## src/rtl/fvgd_pkg.sv

```systemverilog
// Shared types and constants of the FAT volume geometry decoder.
package fvgd_pkg;

	localparam int unsigned DIV_W = 32;
	localparam int unsigned DIV_STEPS = 4;
	localparam int unsigned DIV_STAGES = DIV_W / DIV_STEPS;

	localparam logic [12:0] DEV_SECTOR_RESET = 13'd512;
	localparam logic [31:0] CLUS_FAT12_LIMIT = 32'd4085;
	localparam logic [31:0] CLUS_FAT16_LIMIT = 32'd65525;

	typedef enum logic [1:0] {
		ERR_OK,
		ERR_MISMATCH,
		ERR_NOT_FAT,
		ERR_GEOMETRY
	} err_t;

	typedef enum logic [1:0] {
		FAT12,
		FAT16,
		FAT32
	} fat_type_t;

	typedef struct packed {
		logic [15:0] bytes_per_sector;
		logic [7:0]  cluster_sectors;
		logic [15:0] reserved_sectors;
		logic [7:0]  fat_copies;
		logic [15:0] root_entries;
		logic [15:0] total_sectors_short;
		logic [31:0] total_sectors_long;
		logic [15:0] fat_size_short;
		logic [31:0] fat_size_long;
		logic [31:0] root_start_cluster;
	} in_beat_t;

	typedef struct packed {
		err_t        error_code;
		fat_type_t   fat_type;
		logic [31:0] fat_sectors;
		logic [31:0] total_sectors;
		logic [12:0] root_dir_sectors;
		logic [39:0] data_start_sector;
		logic [31:0] cluster_total;
		logic [31:0] root_cluster_out;
		logic [19:0] cluster_bytes;
		logic [14:0] dir_entries_per_cluster;
	} out_beat_t;

	// Geometry that rides alongside the cluster division
	typedef struct packed {
		err_t        err;
		logic [31:0] fat_sectors;
		logic [31:0] total_sectors;
		logic [12:0] root_dir_sectors;
		logic [39:0] data_start_sector;
		logic [19:0] cluster_bytes;
		logic [31:0] root_cluster;
	} side_t;

endpackage

```

## src/rtl/fvgd_front.sv

```systemverilog
// Front pipeline: boot record checks, FAT size, root directory and first data sector.
module fvgd_front (
	input  logic              clk,
	input  logic              arst_n,
	input  logic              en,
	input  logic              in_valid,
	input  fvgd_pkg::in_beat_t in_beat,
	input  logic [12:0]       dev_sector_size,
	output logic              vld_s4,
	output logic [31:0]       diff_s4,
	output logic [7:0]        spc_s4,
	output fvgd_pkg::side_t   side_s4
);

	logic              mismatch;
	logic              size_ok;
	logic              no_fat;
	logic [1:0]        shift_code;
	logic [11:0]       bps_m1;
	logic [21:0]       rds_sum;
	logic [4:0]        rds_shift;
	fvgd_pkg::side_t   side_d1;
	fvgd_pkg::side_t   side_d3;
	fvgd_pkg::side_t   side_d4;

	logic              vld_s1, vld_s2, vld_s3;
	fvgd_pkg::side_t   side_s1, side_s2, side_s3;
	logic [7:0]        spc_s1, spc_s2, spc_s3;
	logic [7:0]        copies_s1;
	logic [15:0]       rsv_s1;
	logic [39:0]       prod_s2;
	logic [16:0]       base_s2;
	logic              under;

	always_comb begin
		mismatch = (in_beat.bytes_per_sector != {3'b000, dev_sector_size});
		no_fat = (in_beat.fat_size_short == 16'd0) && (in_beat.fat_size_long == 32'd0);
		case (in_beat.bytes_per_sector)
			16'd512: begin
				size_ok = 1'b1;
				shift_code = 2'd0;
			end
			16'd1024: begin
				size_ok = 1'b1;
				shift_code = 2'd1;
			end
			16'd2048: begin
				size_ok = 1'b1;
				shift_code = 2'd2;
			end
			16'd4096: begin
				size_ok = 1'b1;
				shift_code = 2'd3;
			end
			default: begin
				size_ok = 1'b0;
				shift_code = 2'd0;
			end
		endcase

		if (mismatch) begin
			side_d1.err = fvgd_pkg::ERR_MISMATCH;
		end else if (!size_ok || no_fat) begin
			side_d1.err = fvgd_pkg::ERR_NOT_FAT;
		end else begin
			side_d1.err = fvgd_pkg::ERR_OK;
		end

		side_d1.fat_sectors = (in_beat.fat_size_short != 16'd0) ?
			{16'd0, in_beat.fat_size_short} : in_beat.fat_size_long;
		side_d1.total_sectors = ({16'd0, in_beat.total_sectors_short} >
			in_beat.total_sectors_long) ?
			{16'd0, in_beat.total_sectors_short} : in_beat.total_sectors_long;

		bps_m1 = 12'(in_beat.bytes_per_sector - 16'd1);
		rds_sum = {1'b0, in_beat.root_entries, 5'b00000} + {10'd0, bps_m1};
		rds_shift = 5'd9 + {3'b000, shift_code};
		side_d1.root_dir_sectors = 13'(rds_sum >> rds_shift);
		side_d1.data_start_sector = '0;
		side_d1.cluster_bytes = {3'b000, in_beat.cluster_sectors, 9'd0} << shift_code;
		side_d1.root_cluster = in_beat.root_start_cluster;
	end

	always_ff @(posedge clk or negedge arst_n) begin
		if (!arst_n) begin
			vld_s1 <= 1'b0;
			vld_s2 <= 1'b0;
			vld_s3 <= 1'b0;
			vld_s4 <= 1'b0;
		end else if (en) begin
			vld_s1 <= in_valid;
			vld_s2 <= vld_s1;
			vld_s3 <= vld_s2;
			vld_s4 <= vld_s3;
		end
	end

	assign under = (side_s3.data_start_sector > {8'd0, side_s3.total_sectors});

	always_comb begin
		side_d3 = side_s2;
		side_d3.data_start_sector = prod_s2 + {23'd0, base_s2};
		side_d4 = side_s3;
		if (side_s3.err == fvgd_pkg::ERR_OK && (spc_s3 == 8'd0 || under)) begin
			side_d4.err = fvgd_pkg::ERR_GEOMETRY;
		end
	end

	always_ff @(posedge clk) begin
		if (en) begin
			side_s1   <= side_d1;
			spc_s1    <= in_beat.cluster_sectors;
			copies_s1 <= in_beat.fat_copies;
			rsv_s1    <= in_beat.reserved_sectors;

			side_s2 <= side_s1;
			spc_s2  <= spc_s1;
			prod_s2 <= {32'd0, copies_s1} * {8'd0, side_s1.fat_sectors};
			base_s2 <= {1'b0, rsv_s1} + {4'd0, side_s1.root_dir_sectors};

			side_s3 <= side_d3;
			spc_s3  <= spc_s2;

			side_s4 <= side_d4;
			diff_s4 <= side_s3.total_sectors - side_s3.data_start_sector[31:0];
			spc_s4  <= spc_s3;
		end
	end

`ifndef SYNTHESIS
	a_mismatch_first: assert property (@(posedge clk) disable iff (!arst_n)
		en && in_valid && mismatch |=> side_s1.err == fvgd_pkg::ERR_MISMATCH)
		else $error("sector size mismatch not flagged");
	a_hold_s4: assert property (@(posedge clk) disable iff (!arst_n)
		!en |=> $stable(vld_s4) && $stable(diff_s4))
		else $error("front pipe moved while frozen");
	a_geom_err: assert property (@(posedge clk) disable iff (!arst_n)
		en && vld_s3 && side_s3.err == fvgd_pkg::ERR_OK && spc_s3 == 8'd0
		|=> side_s4.err == fvgd_pkg::ERR_GEOMETRY)
		else $error("zero cluster size not flagged");
`endif

endmodule

```

## src/rtl/fvgd_div.sv

```systemverilog
// Pipelined restoring divider for the cluster count, four quotient bits per stage.
module fvgd_div (
	input  logic            clk,
	input  logic            arst_n,
	input  logic            en,
	input  logic            in_vld,
	input  logic [31:0]     dividend,
	input  logic [7:0]      divisor,
	input  fvgd_pkg::side_t in_side,
	output logic            out_vld,
	output logic [31:0]     quotient,
	output fvgd_pkg::side_t out_side
);

	logic                  vld_s  [fvgd_pkg::DIV_STAGES];
	logic [31:0]           word_s [fvgd_pkg::DIV_STAGES];
	logic [7:0]            rem_s  [fvgd_pkg::DIV_STAGES];
	logic [7:0]            dvs_s  [fvgd_pkg::DIV_STAGES];
	fvgd_pkg::side_t       side_s [fvgd_pkg::DIV_STAGES];

	for (genvar g = 0; g < fvgd_pkg::DIV_STAGES; g++) begin : g_stage
		logic            vld_in;
		logic [31:0]     word_in;
		logic [7:0]      rem_in;
		logic [7:0]      dvs_in;
		fvgd_pkg::side_t side_in;
		logic [31:0]     w;
		logic [8:0]      r9;
		logic [7:0]      r;

		if (g == 0) begin : g_head
			assign vld_in  = in_vld;
			assign word_in = dividend;
			assign rem_in  = 8'd0;
			assign dvs_in  = divisor;
			assign side_in = in_side;
		end else begin : g_body
			assign vld_in  = vld_s[g-1];
			assign word_in = word_s[g-1];
			assign rem_in  = rem_s[g-1];
			assign dvs_in  = dvs_s[g-1];
			assign side_in = side_s[g-1];
		end

		// per step: shift in one dividend bit, subtract where it fits, shift in one quotient bit
		always_comb begin
			w = word_in;
			r = rem_in;
			r9 = '0;
			for (int j = 0; j < fvgd_pkg::DIV_STEPS; j++) begin
				r9 = {r, w[31]};
				w = {w[30:0], 1'b0};
				if (r9 >= {1'b0, dvs_in}) begin
					r9 = r9 - {1'b0, dvs_in};
					w[0] = 1'b1;
				end
				r = r9[7:0];
			end
		end

		always_ff @(posedge clk or negedge arst_n) begin
			if (!arst_n) begin
				vld_s[g] <= 1'b0;
			end else if (en) begin
				vld_s[g] <= vld_in;
			end
		end

		always_ff @(posedge clk) begin
			if (en) begin
				word_s[g] <= w;
				rem_s[g]  <= r;
				dvs_s[g]  <= dvs_in;
				side_s[g] <= side_in;
			end
		end
	end

	assign out_vld  = vld_s[fvgd_pkg::DIV_STAGES-1];
	assign quotient = word_s[fvgd_pkg::DIV_STAGES-1];
	assign out_side = side_s[fvgd_pkg::DIV_STAGES-1];

`ifndef SYNTHESIS
	a_rem_below: assert property (@(posedge clk) disable iff (!arst_n)
		out_vld && dvs_s[fvgd_pkg::DIV_STAGES-1] != 8'd0
		|-> rem_s[fvgd_pkg::DIV_STAGES-1] < dvs_s[fvgd_pkg::DIV_STAGES-1])
		else $error("division remainder not below divisor");
	a_hold: assert property (@(posedge clk) disable iff (!arst_n)
		!en |=> $stable(out_vld) && $stable(quotient))
		else $error("divider moved while frozen");
	a_one_dvs: assert property (@(posedge clk) disable iff (!arst_n)
		out_vld && dvs_s[fvgd_pkg::DIV_STAGES-1] == 8'd1
		|-> rem_s[fvgd_pkg::DIV_STAGES-1] == 8'd0)
		else $error("division by one left a remainder");
`endif

endmodule

```

## src/rtl/fat_volume_geometry_decode.sv

```systemverilog
// Top level of the FAT volume geometry decoder: register, pipelines and result register.
// Decodes the geometry of a FAT volume from one boot sector beat per cycle. A beat is
// accepted whenever in_valid is high and in_stall low; its result passes through four
// stages of checks and sector arithmetic, eight stages of the cluster-count divider at
// four quotient bits each and one result register on its way to out_beat. The whole
// pipeline freezes while a result waits on out_stall, so a new beat is taken every cycle
// the result side keeps up. cfg_wr_data sets the device sector size (512 after reset);
// the user must write it only while the block holds no beat, which it does not enforce.
module fat_volume_geometry_decode (
	input  logic                clk,
	input  logic                arst_n,
	input  logic                cfg_wr_en,
	input  logic [12:0]         cfg_wr_data,
	input  logic                in_valid,
	output logic                in_stall,
	input  fvgd_pkg::in_beat_t  in_beat,
	output logic                out_valid,
	input  logic                out_stall,
	output fvgd_pkg::out_beat_t out_beat
);

	logic [12:0]         dev_size_q;
	logic                en;
	logic                vld_s4;
	logic [31:0]         diff_s4;
	logic [7:0]          spc_s4;
	fvgd_pkg::side_t     side_s4;
	logic                div_vld;
	logic [31:0]         quot;
	fvgd_pkg::side_t     div_side;
	fvgd_pkg::out_beat_t res;
	logic                out_valid_q;
	fvgd_pkg::out_beat_t out_beat_q;

	always_ff @(posedge clk or negedge arst_n) begin
		if (!arst_n) begin
			dev_size_q <= fvgd_pkg::DEV_SECTOR_RESET;
		end else if (cfg_wr_en) begin
			dev_size_q <= cfg_wr_data;
		end
	end

	assign en = !(out_valid_q && out_stall);
	assign in_stall = !en;

	fvgd_front u_front (
		.clk             (clk),
		.arst_n          (arst_n),
		.en              (en),
		.in_valid        (in_valid),
		.in_beat         (in_beat),
		.dev_sector_size (dev_size_q),
		.vld_s4          (vld_s4),
		.diff_s4         (diff_s4),
		.spc_s4          (spc_s4),
		.side_s4         (side_s4)
	);

	fvgd_div u_div (
		.clk      (clk),
		.arst_n   (arst_n),
		.en       (en),
		.in_vld   (vld_s4),
		.dividend (diff_s4),
		.divisor  (spc_s4),
		.in_side  (side_s4),
		.out_vld  (div_vld),
		.quotient (quot),
		.out_side (div_side)
	);

	always_comb begin
		res = '0;
		res.error_code = div_side.err;
		if (div_side.err == fvgd_pkg::ERR_OK || div_side.err == fvgd_pkg::ERR_GEOMETRY) begin
			res.fat_sectors = div_side.fat_sectors;
			res.total_sectors = div_side.total_sectors;
			res.root_dir_sectors = div_side.root_dir_sectors;
			res.data_start_sector = div_side.data_start_sector;
			res.cluster_bytes = div_side.cluster_bytes;
			res.dir_entries_per_cluster = div_side.cluster_bytes[19:5];
		end
		if (div_side.err == fvgd_pkg::ERR_OK) begin
			res.cluster_total = quot;
			if (quot < fvgd_pkg::CLUS_FAT12_LIMIT) begin
				res.fat_type = fvgd_pkg::FAT12;
			end else if (quot < fvgd_pkg::CLUS_FAT16_LIMIT) begin
				res.fat_type = fvgd_pkg::FAT16;
			end else begin
				res.fat_type = fvgd_pkg::FAT32;
				res.root_cluster_out = div_side.root_cluster;
			end
		end
	end

	always_ff @(posedge clk or negedge arst_n) begin
		if (!arst_n) begin
			out_valid_q <= 1'b0;
		end else if (en) begin
			out_valid_q <= div_vld;
		end
	end

	always_ff @(posedge clk) begin
		if (en && div_vld) begin
			out_beat_q <= res;
		end
	end

	assign out_valid = out_valid_q;
	assign out_beat  = out_beat_q;

`ifndef SYNTHESIS
	a_err_no_clusters: assert property (@(posedge clk) disable iff (!arst_n)
		out_valid && out_beat.error_code != fvgd_pkg::ERR_OK
		|-> out_beat.cluster_total == 32'd0 && out_beat.root_cluster_out == 32'd0)
		else $error("cluster fields set on an error beat");
	a_reject_zero: assert property (@(posedge clk) disable iff (!arst_n)
		out_valid && (out_beat.error_code == fvgd_pkg::ERR_MISMATCH ||
		out_beat.error_code == fvgd_pkg::ERR_NOT_FAT)
		|-> out_beat.fat_sectors == 32'd0 && out_beat.data_start_sector == 40'd0 &&
		out_beat.cluster_bytes == 20'd0)
		else $error("geometry set on a rejected boot record");
	a_root_fat32: assert property (@(posedge clk) disable iff (!arst_n)
		out_valid && out_beat.fat_type != fvgd_pkg::FAT32
		|-> out_beat.root_cluster_out == 32'd0)
		else $error("root cluster set on a FAT12 or FAT16 beat");
	a_cfg_taken: assert property (@(posedge clk) disable iff (!arst_n)
		cfg_wr_en |=> dev_size_q == $past(cfg_wr_data))
		else $error("device sector size write lost");
`endif

endmodule
```

## config.mk

```make
export PLATFORM = sky130hd
export DESIGN_NAME = fat_volume_geometry_decode
export DESIGN_NICKNAME = d
export VERILOG_FILES = /design/src/rtl/fvgd_pkg.sv /design/src/rtl/fvgd_front.sv /design/src/rtl/fvgd_div.sv /design/src/rtl/fat_volume_geometry_decode.sv
export SDC_FILE = /design/constraint.sdc
export NUM_CORES = 2
export LEC_CHECK = 0
export ABC_AREA = 1
export BUFFER_PORTS_ARGS = -buffer_cell sky130_fd_sc_hd__buf_2
export CORE_ASPECT_RATIO = 0.75
export CORE_UTILIZATION = 67
export DETAILED_ROUTE_END_ITERATION = 10
export PLACE_DENSITY = 0.95
export SETUP_SLACK_MARGIN = 0.05
export SLEW_MARGIN = 20
export SYNTH_ARGS = -nofsm -noshare
export SYNTH_HDL_FRONTEND = slang
export SYNTH_HIERARCHICAL = 1
export SYNTH_SLANG_ARGS = --single-unit
```

## constraint.sdc

```tcl
create_clock -name clk -period 181.9 [get_ports clk]
set_clock_uncertainty 0.1 [all_clocks]
set_input_delay 36.38 -clock clk [delete_from_list [all_inputs] [get_ports clk]]
set_output_delay 36.38 -clock clk [all_outputs]
set_load 0.01 [all_outputs]
```

# --- Word-level counts from Yosys, hierarchy flattened ---
# Memory sizes are Yosys's and may differ from the RTL's.
# Cells that the tools add are included.
word_totals:
  regBits: 995
  ramBits: 1752
  out_inout_bits: 222
  word_cells: 238
  n_memories: 4
memory_table:
  columns: ["name", "words", "word_bits", "read_ports", "rd_ports_with_merged_regs", "wr", "line", "source"]
  rows:
  - ["u_div.side_s", 8, 171, 8, 0, 8, "fvgd_div.sv:19", "fvgd_pkg::side_t side_s [fvgd_pkg::DIV_STAGES];"]
  - ["u_div.word_s", 8, 32, 8, 0, 8, "fvgd_div.sv:16", "logic [31:0] word_s [fvgd_pkg::DIV_STAGES];"]
  - ["u_div.dvs_s", 8, 8, 7, 0, 8, "fvgd_div.sv:18", "logic [7:0] dvs_s [fvgd_pkg::DIV_STAGES];"]
  - ["u_div.rem_s", 8, 8, 7, 0, 8, "fvgd_div.sv:17", "logic [7:0] rem_s [fvgd_pkg::DIV_STAGES];"]
classes:
  addsub: 38
  multipliers: 1
  n_lt_le_gt_ge: 36
  eq_ne: 6
  shift: 2
  n_mux: 71
  bitwise: 1
  reduce_logical: 18
op_table:
  columns: ["operator", "count"]
  rows:
  - ["9-bit by 8-bit greater-or-equal comparator with 1-bit output", 31]
  - ["8-bit 2-to-1 mux", 32]
  - ["8-bit subtractor", 31]
  - ["40-bit by 17-bit adder with 40-bit output", 1]
  - ["40-bit by 32-bit > comparator with 1-bit output", 1]
  - ["8-bit by 32-bit multiplier with 40-bit output", 1]
  - ["1-bit 2-to-1 mux", 34]
  - ["16-bit by 32-bit > comparator with 1-bit output", 1]
  - ["32-bit logical NOT", 1]
  - ["32-bit by 12-bit < comparator with 1-bit output, second input constant", 1]
  - ["32-bit by 16-bit < comparator with 1-bit output, second input constant", 1]
  - ["16-bit 2-to-1 mux", 2]
  - ["32-bit subtractor", 1]
  - ["21-bit by 12-bit adder with 22-bit output", 1]
  - ["22-bit by 5-bit >> shifter with 13-bit output", 1]
  - ["17-bit by 2-bit << shifter with 20-bit output", 1]
  - ["16-bit by 13-bit adder with 17-bit output", 1]
  - ["16-bit by 10-bit equality test with 1-bit output, second input constant", 1]
  - ["16-bit by 11-bit equality test with 1-bit output, second input constant", 1]
  - ["16-bit by 12-bit equality test with 1-bit output, second input constant", 1]
  - ["16-bit by 13-bit equality test with 1-bit output, second input constant", 1]
  - ["16-bit logical NOT", 1]
  - ["16-bit by 13-bit != test with 1-bit output", 1]
  - ["16-bit nonzero test", 1]
  - ["16 further kinds", 24]

# --- Depth between registers and ports, before layout ---
# An unclocked memory read counts as a cell.
depth:
  depth_word: 9
  ltp_mapped: 47
  ltp_nobuf: 44

# --- Hierarchy ---
# The synthesis kept the hierarchy.
modules_own_cells:
  columns: ["mod", "n_inst", "cells_each", "area_per_inst_um2"]
  rows:
  - ["fvgd_div", 1, 4199, 66666.4]
  - ["fvgd_front", 1, 3459, 38039.0]
  - ["fat_volume_geometry_decode", 1, 721, 8659.6]

# --- Worst setup path after synthesis ---
# OpenSTA, ideal clock, no wires.
synth_path:
  path_type: "in2out"
  start: "input out_stall"
  end: "output in_stall"
  arrival_time_ns: 93.576
  required_ns: 145.420
  slack_ns: 51.844
  stages: 2
  path_cell_list: "nand2_1 > inv_1"
synth_via:
  elab_chain_cells: 1
synth_lines:
  columns: ["element", "line", "source"]
  rows:
  - ["start, declared", "fat_volume_geometry_decode.sv:18", "input logic out_stall,"]
  - ["1-bit logical AND", "fat_volume_geometry_decode.sv:43", "assign en = !(out_valid_q && out_stall);"]
  - ["end, declared", "fat_volume_geometry_decode.sv:15", "output logic in_stall,"]
# No other way between the ends.

# --- Worst setup path in the final report ---
# Same ends and word-level chain as after synthesis.

==> flow_summary.toml <==
[sta]
timing.setup.tns_ns = 0
max_slew_margin_pct = 23.9
report.final.slew_viol_count = 0
finalSetupViolations = 0
fmaxAchievable_mhz = 13.5
grt_setup_unrepaired = "false"
final_hold_viol_count = 0
period_needed_ns = 73.93
portion_of_the_clock_cycle_consumed_by_the_worst_path_in_the_final_layout_pct = 40.6
transition_at_the_pin_with_the_smallest_max_transition_slack_ns = 1.14

[logic_synthesis]
flip_flop_and_latch_count_after_synthesis = 2680
synthDistinctLibCells = 66
synth-edff-count = 2654
netlist_area_mm2 = 0.113
syn-mean-instance-area_um2 = 13.5
yosysSeqAreaShare_pct = 70.9
synth-async-reset-ratio_pct = 0.970
cells_after_synthesis = 8379
ys.warnings.count = 6
synthFlopType = "sky130_fd_sc_hd__edfxtp_1"

[clocking]
cts-resized-gates = 0
cts.htree.levels = 4
cts_hold_buffers = 0
clock-root-buffer = "sky130_fd_sc_hd__clkbuf_16"
cts.clk_slew.worst_paths_ns = 0.06
maximum_buffer_depth_of_the_clock_tree = 3
clock_sink_count = 2680
total_clock_buffers_created_by_cts = 227
cts_setup_buffers = 0
cts_tree = "done"
worst_skew_pair.late_latency_ns = 0.88

[grt]
initial_antenna_violation_count = 15
overflow = 0
grt_pass1_wl_mm = 389
grt_util_all_layers_pct = 30.2
first_global_vias = 67500
grt_start_max_net_pins = 207

[cells_and_area]
nFillCells = 9229
final_cells = 11400
finalNetCount = 9786
drive_gt1_share_pct = 11.3
layout.area.seq_mm2 = 0.0803
multi_input_comb_area_mm2 = 0.0272
syn_to_final_growth_pct = 11.1

[worst_setup_path]
critPathArrivalTime_ns = 37.45
crit_path_max_incr_delay_ns = 0.54
crit_fanout = 49
rr_endpoint = "u_div/rem_s[5][4]"
worst_r2r_startpoint = "u_div/dvs_s[4][1]"
critical_path_required_ns = 145.42
worst_setup_path_start_kind = "input pin"
setup_slack_reg_to_reg_ns = 173.42
cpMostUsedCell = "sky130_fd_sc_hd__buf_2"
worstPathCellList = "buf_2 > nand2_4 > inv_1 > buf_2"
worst-r2r-cell-count = 35
worst_setup_path_end_kind = "output pin"
critical_path_class = "in -> out"
crit_slowest_cell = "sky130_fd_sc_hd__nand2_4"

[place]
place.port_buffers = 431
dpl.hpwl_mm = 163
placed_cells_incl_taps = 10900
place.gp.congestion = 0.920

[die]
core_area_mm2 = 0.168
floorplan.initialDensity_pct = 67.6
chipWidth_um = 477
std_cell_rows = 130
num_io_pins = 432
die_y_um = 358
dieArea_mm2 = 0.171

[routing]
drc_violation_count_after_routing = 5
drt_wl_total_mm = 260
drt.antenna.violating_nets = 0
detail_route.first_pass.iterations = 11
first_iter_violations = 9130
routed_wire_length_per_instance_um = 22.8
detailroute.via_count = 67500
post_dr_vias_cell = 5.93

[worst_hold_path]
hold_path_stages = 0
hold_path.class = "reg -> reg"
hold_path_startpoint = "u_div/word_s[1][41]"
hold_path_end = "u_div/word_s[1][77]"

[run_status]
failed_checks = "DRC"
outcome = "finished, violations left"

[run]
drv.max_cap_violation_count = 0
metrics by stage:
| stage | cell area, um2 | setup slack [ns] | utilization, % | hold WS, ns |
|---|---|---|---|---|
| after floorplan | 113000 | 51.84 | - | 0.300 |
| after global placement | 118000 | 108.07 | 70.3 | 0.300 |
| after detailed placement | 118000 | 107.99 | 70.3 | 0.305 |
| after CTS | 126000 | 107.97 | 75.0 | 0.284 |
| after global routing | 126000 | 107.94 | 75.1 | 0.293 |
| final | 126000 | 107.97 | 75.1 | 0.291 |
worst max path at each step:
stage / endpoint / start / cells past startpoint
global route: in_stall / out_stall / 4
global placement: in_stall / out_stall / 4
CTS: in_stall / out_stall / 4
finish: in_stall / out_stall / 4
detailed placement: in_stall / out_stall / 4
floorplan: in_stall / out_stall / 2
cells in the mapped netlist, drive strengths merged (24+ instances only):
cell / instances / area share [%]
o21ai: 238 / 1.1
a21oi: 331 / 1.5
nand2: 1517 / 5.2
edfxtp: 2654 / 70
xor2: 171 / 1.3
nor3: 48 / 0.23
xnor2: 100 / 0.77
a21o: 31 / 0.21
nor4: 24 / 0.13
clkbuf: 90 / 0.32
nor2: 569 / 2.0
nand4: 85 / 0.50
inv: 1352 / 4.5
fa: 213 / 3.8
nand3b: 28 / 0.21
nand3: 268 / 1.3
buf: 61 / 0.41
dfrtp: 25 / 0.55
ha: 426 / 4.7
layout make-up:
type	count	area share, %
Antenna cell	8	0.0159
Clock buffer	267	4.73
Clock inverter	165	1.53
Inverter	1357	4.05
Multi-Input combinational cell	4199	21.6
Sequential cell	2680	63.8
Tap cell	2244	2.23
Timing Repair Buffer	472	2.05
routing by layer:
metal	part of all wire, %	GRT usage, %
met2	47	49.7
met1	37	38.3
met4	6.3	16.1
met3	9.9	6.29
met5	0.010	0
registers in the layout, summed over array words and instances (netlist names), 7 cells and up:
| signal | flops |
|---|---|
| u_front/spc_s3 | 8 |
| u_front/side_s1 | 122 |
| u_front/copies_s1 | 8 |
| u_div/side_s | 1368 |
| u_front/spc_s2 | 8 |
| u_div/dvs_s | 56 |
| u_front/base_s2 | 17 |
| u_front/spc_s1 | 8 |
| u_front/side_s4 | 162 |
| u_front/spc_s4 | 8 |
| u_div/rem_s | 56 |
| out_beat | 205 |
| u_front/side_d3 | 122 |
| u_front/diff_s4 | 32 |
| u_div/g_stage.vld_in | 7 |
| u_front/side_d4 | 160 |
| dev_size_q | 13 |
| u_front/prod_s2 | 40 |
| u_div/word_s | 256 |
| u_front/rsv_s1 | 16 |
logic make-up (layout without fill, tap and decap cells):
| kind of cell | after synthesis | count (layout) | synth area share (%) |
|---|---|---|---|
| other | 1 | 17 | 0.00331 |
| AND/OR/NAND/NOR | 2567 | 2567 | 9.73 |
| adder cells (fa/ha/maj) | 639 | 639 | 8.46 |
| flip-flops | 2680 | 2680 | 70.9 |
| XOR/XNOR | 271 | 271 | 2.09 |
| buffers and inverters | 1508 | 2261 | 5.23 |
| AO/OA/AOI/OAI | 700 | 700 | 3.48 |
| multiplexers | 13 | 13 | 0.129 |
critical path, delay by kind of cell:
family	cells	cell delay, ns
and+or+nand+nor	1	0.54
buffers and inverters	3	0.52
placed cells by master, fill, tap and decap left out, types with 37 or more instances in the layout:
cell,netlist,final
sky130_fd_sc_hd__edfxtp_1,2654,2654
sky130_fd_sc_hd__xor2_1,171,171
sky130_fd_sc_hd__nand4_1,81,81
sky130_fd_sc_hd__clkinv_2,1,41
sky130_fd_sc_hd__fa_1,213,213
sky130_fd_sc_hd__ha_1,426,425
sky130_fd_sc_hd__clkinv_1,4,45
sky130_fd_sc_hd__nand2_1,1463,1461
sky130_fd_sc_hd__nand2_2,42,43
sky130_fd_sc_hd__a21oi_1,323,323
sky130_fd_sc_hd__nand3_1,252,252
sky130_fd_sc_hd__buf_2,8,431
sky130_fd_sc_hd__xnor2_1,100,100
sky130_fd_sc_hd__o21ai_0,173,173
sky130_fd_sc_hd__nor3_1,44,44
sky130_fd_sc_hd__inv_1,1337,1337
sky130_fd_sc_hd__o21ai_1,47,47
sky130_fd_sc_hd__clkbuf_16,0,229
sky130_fd_sc_hd__nor2_2,37,37
sky130_fd_sc_hd__nor2_1,522,521
Power is not shown: default switching activity piles up to over one toggle a cycle in this logic, so the estimate is an artifact.
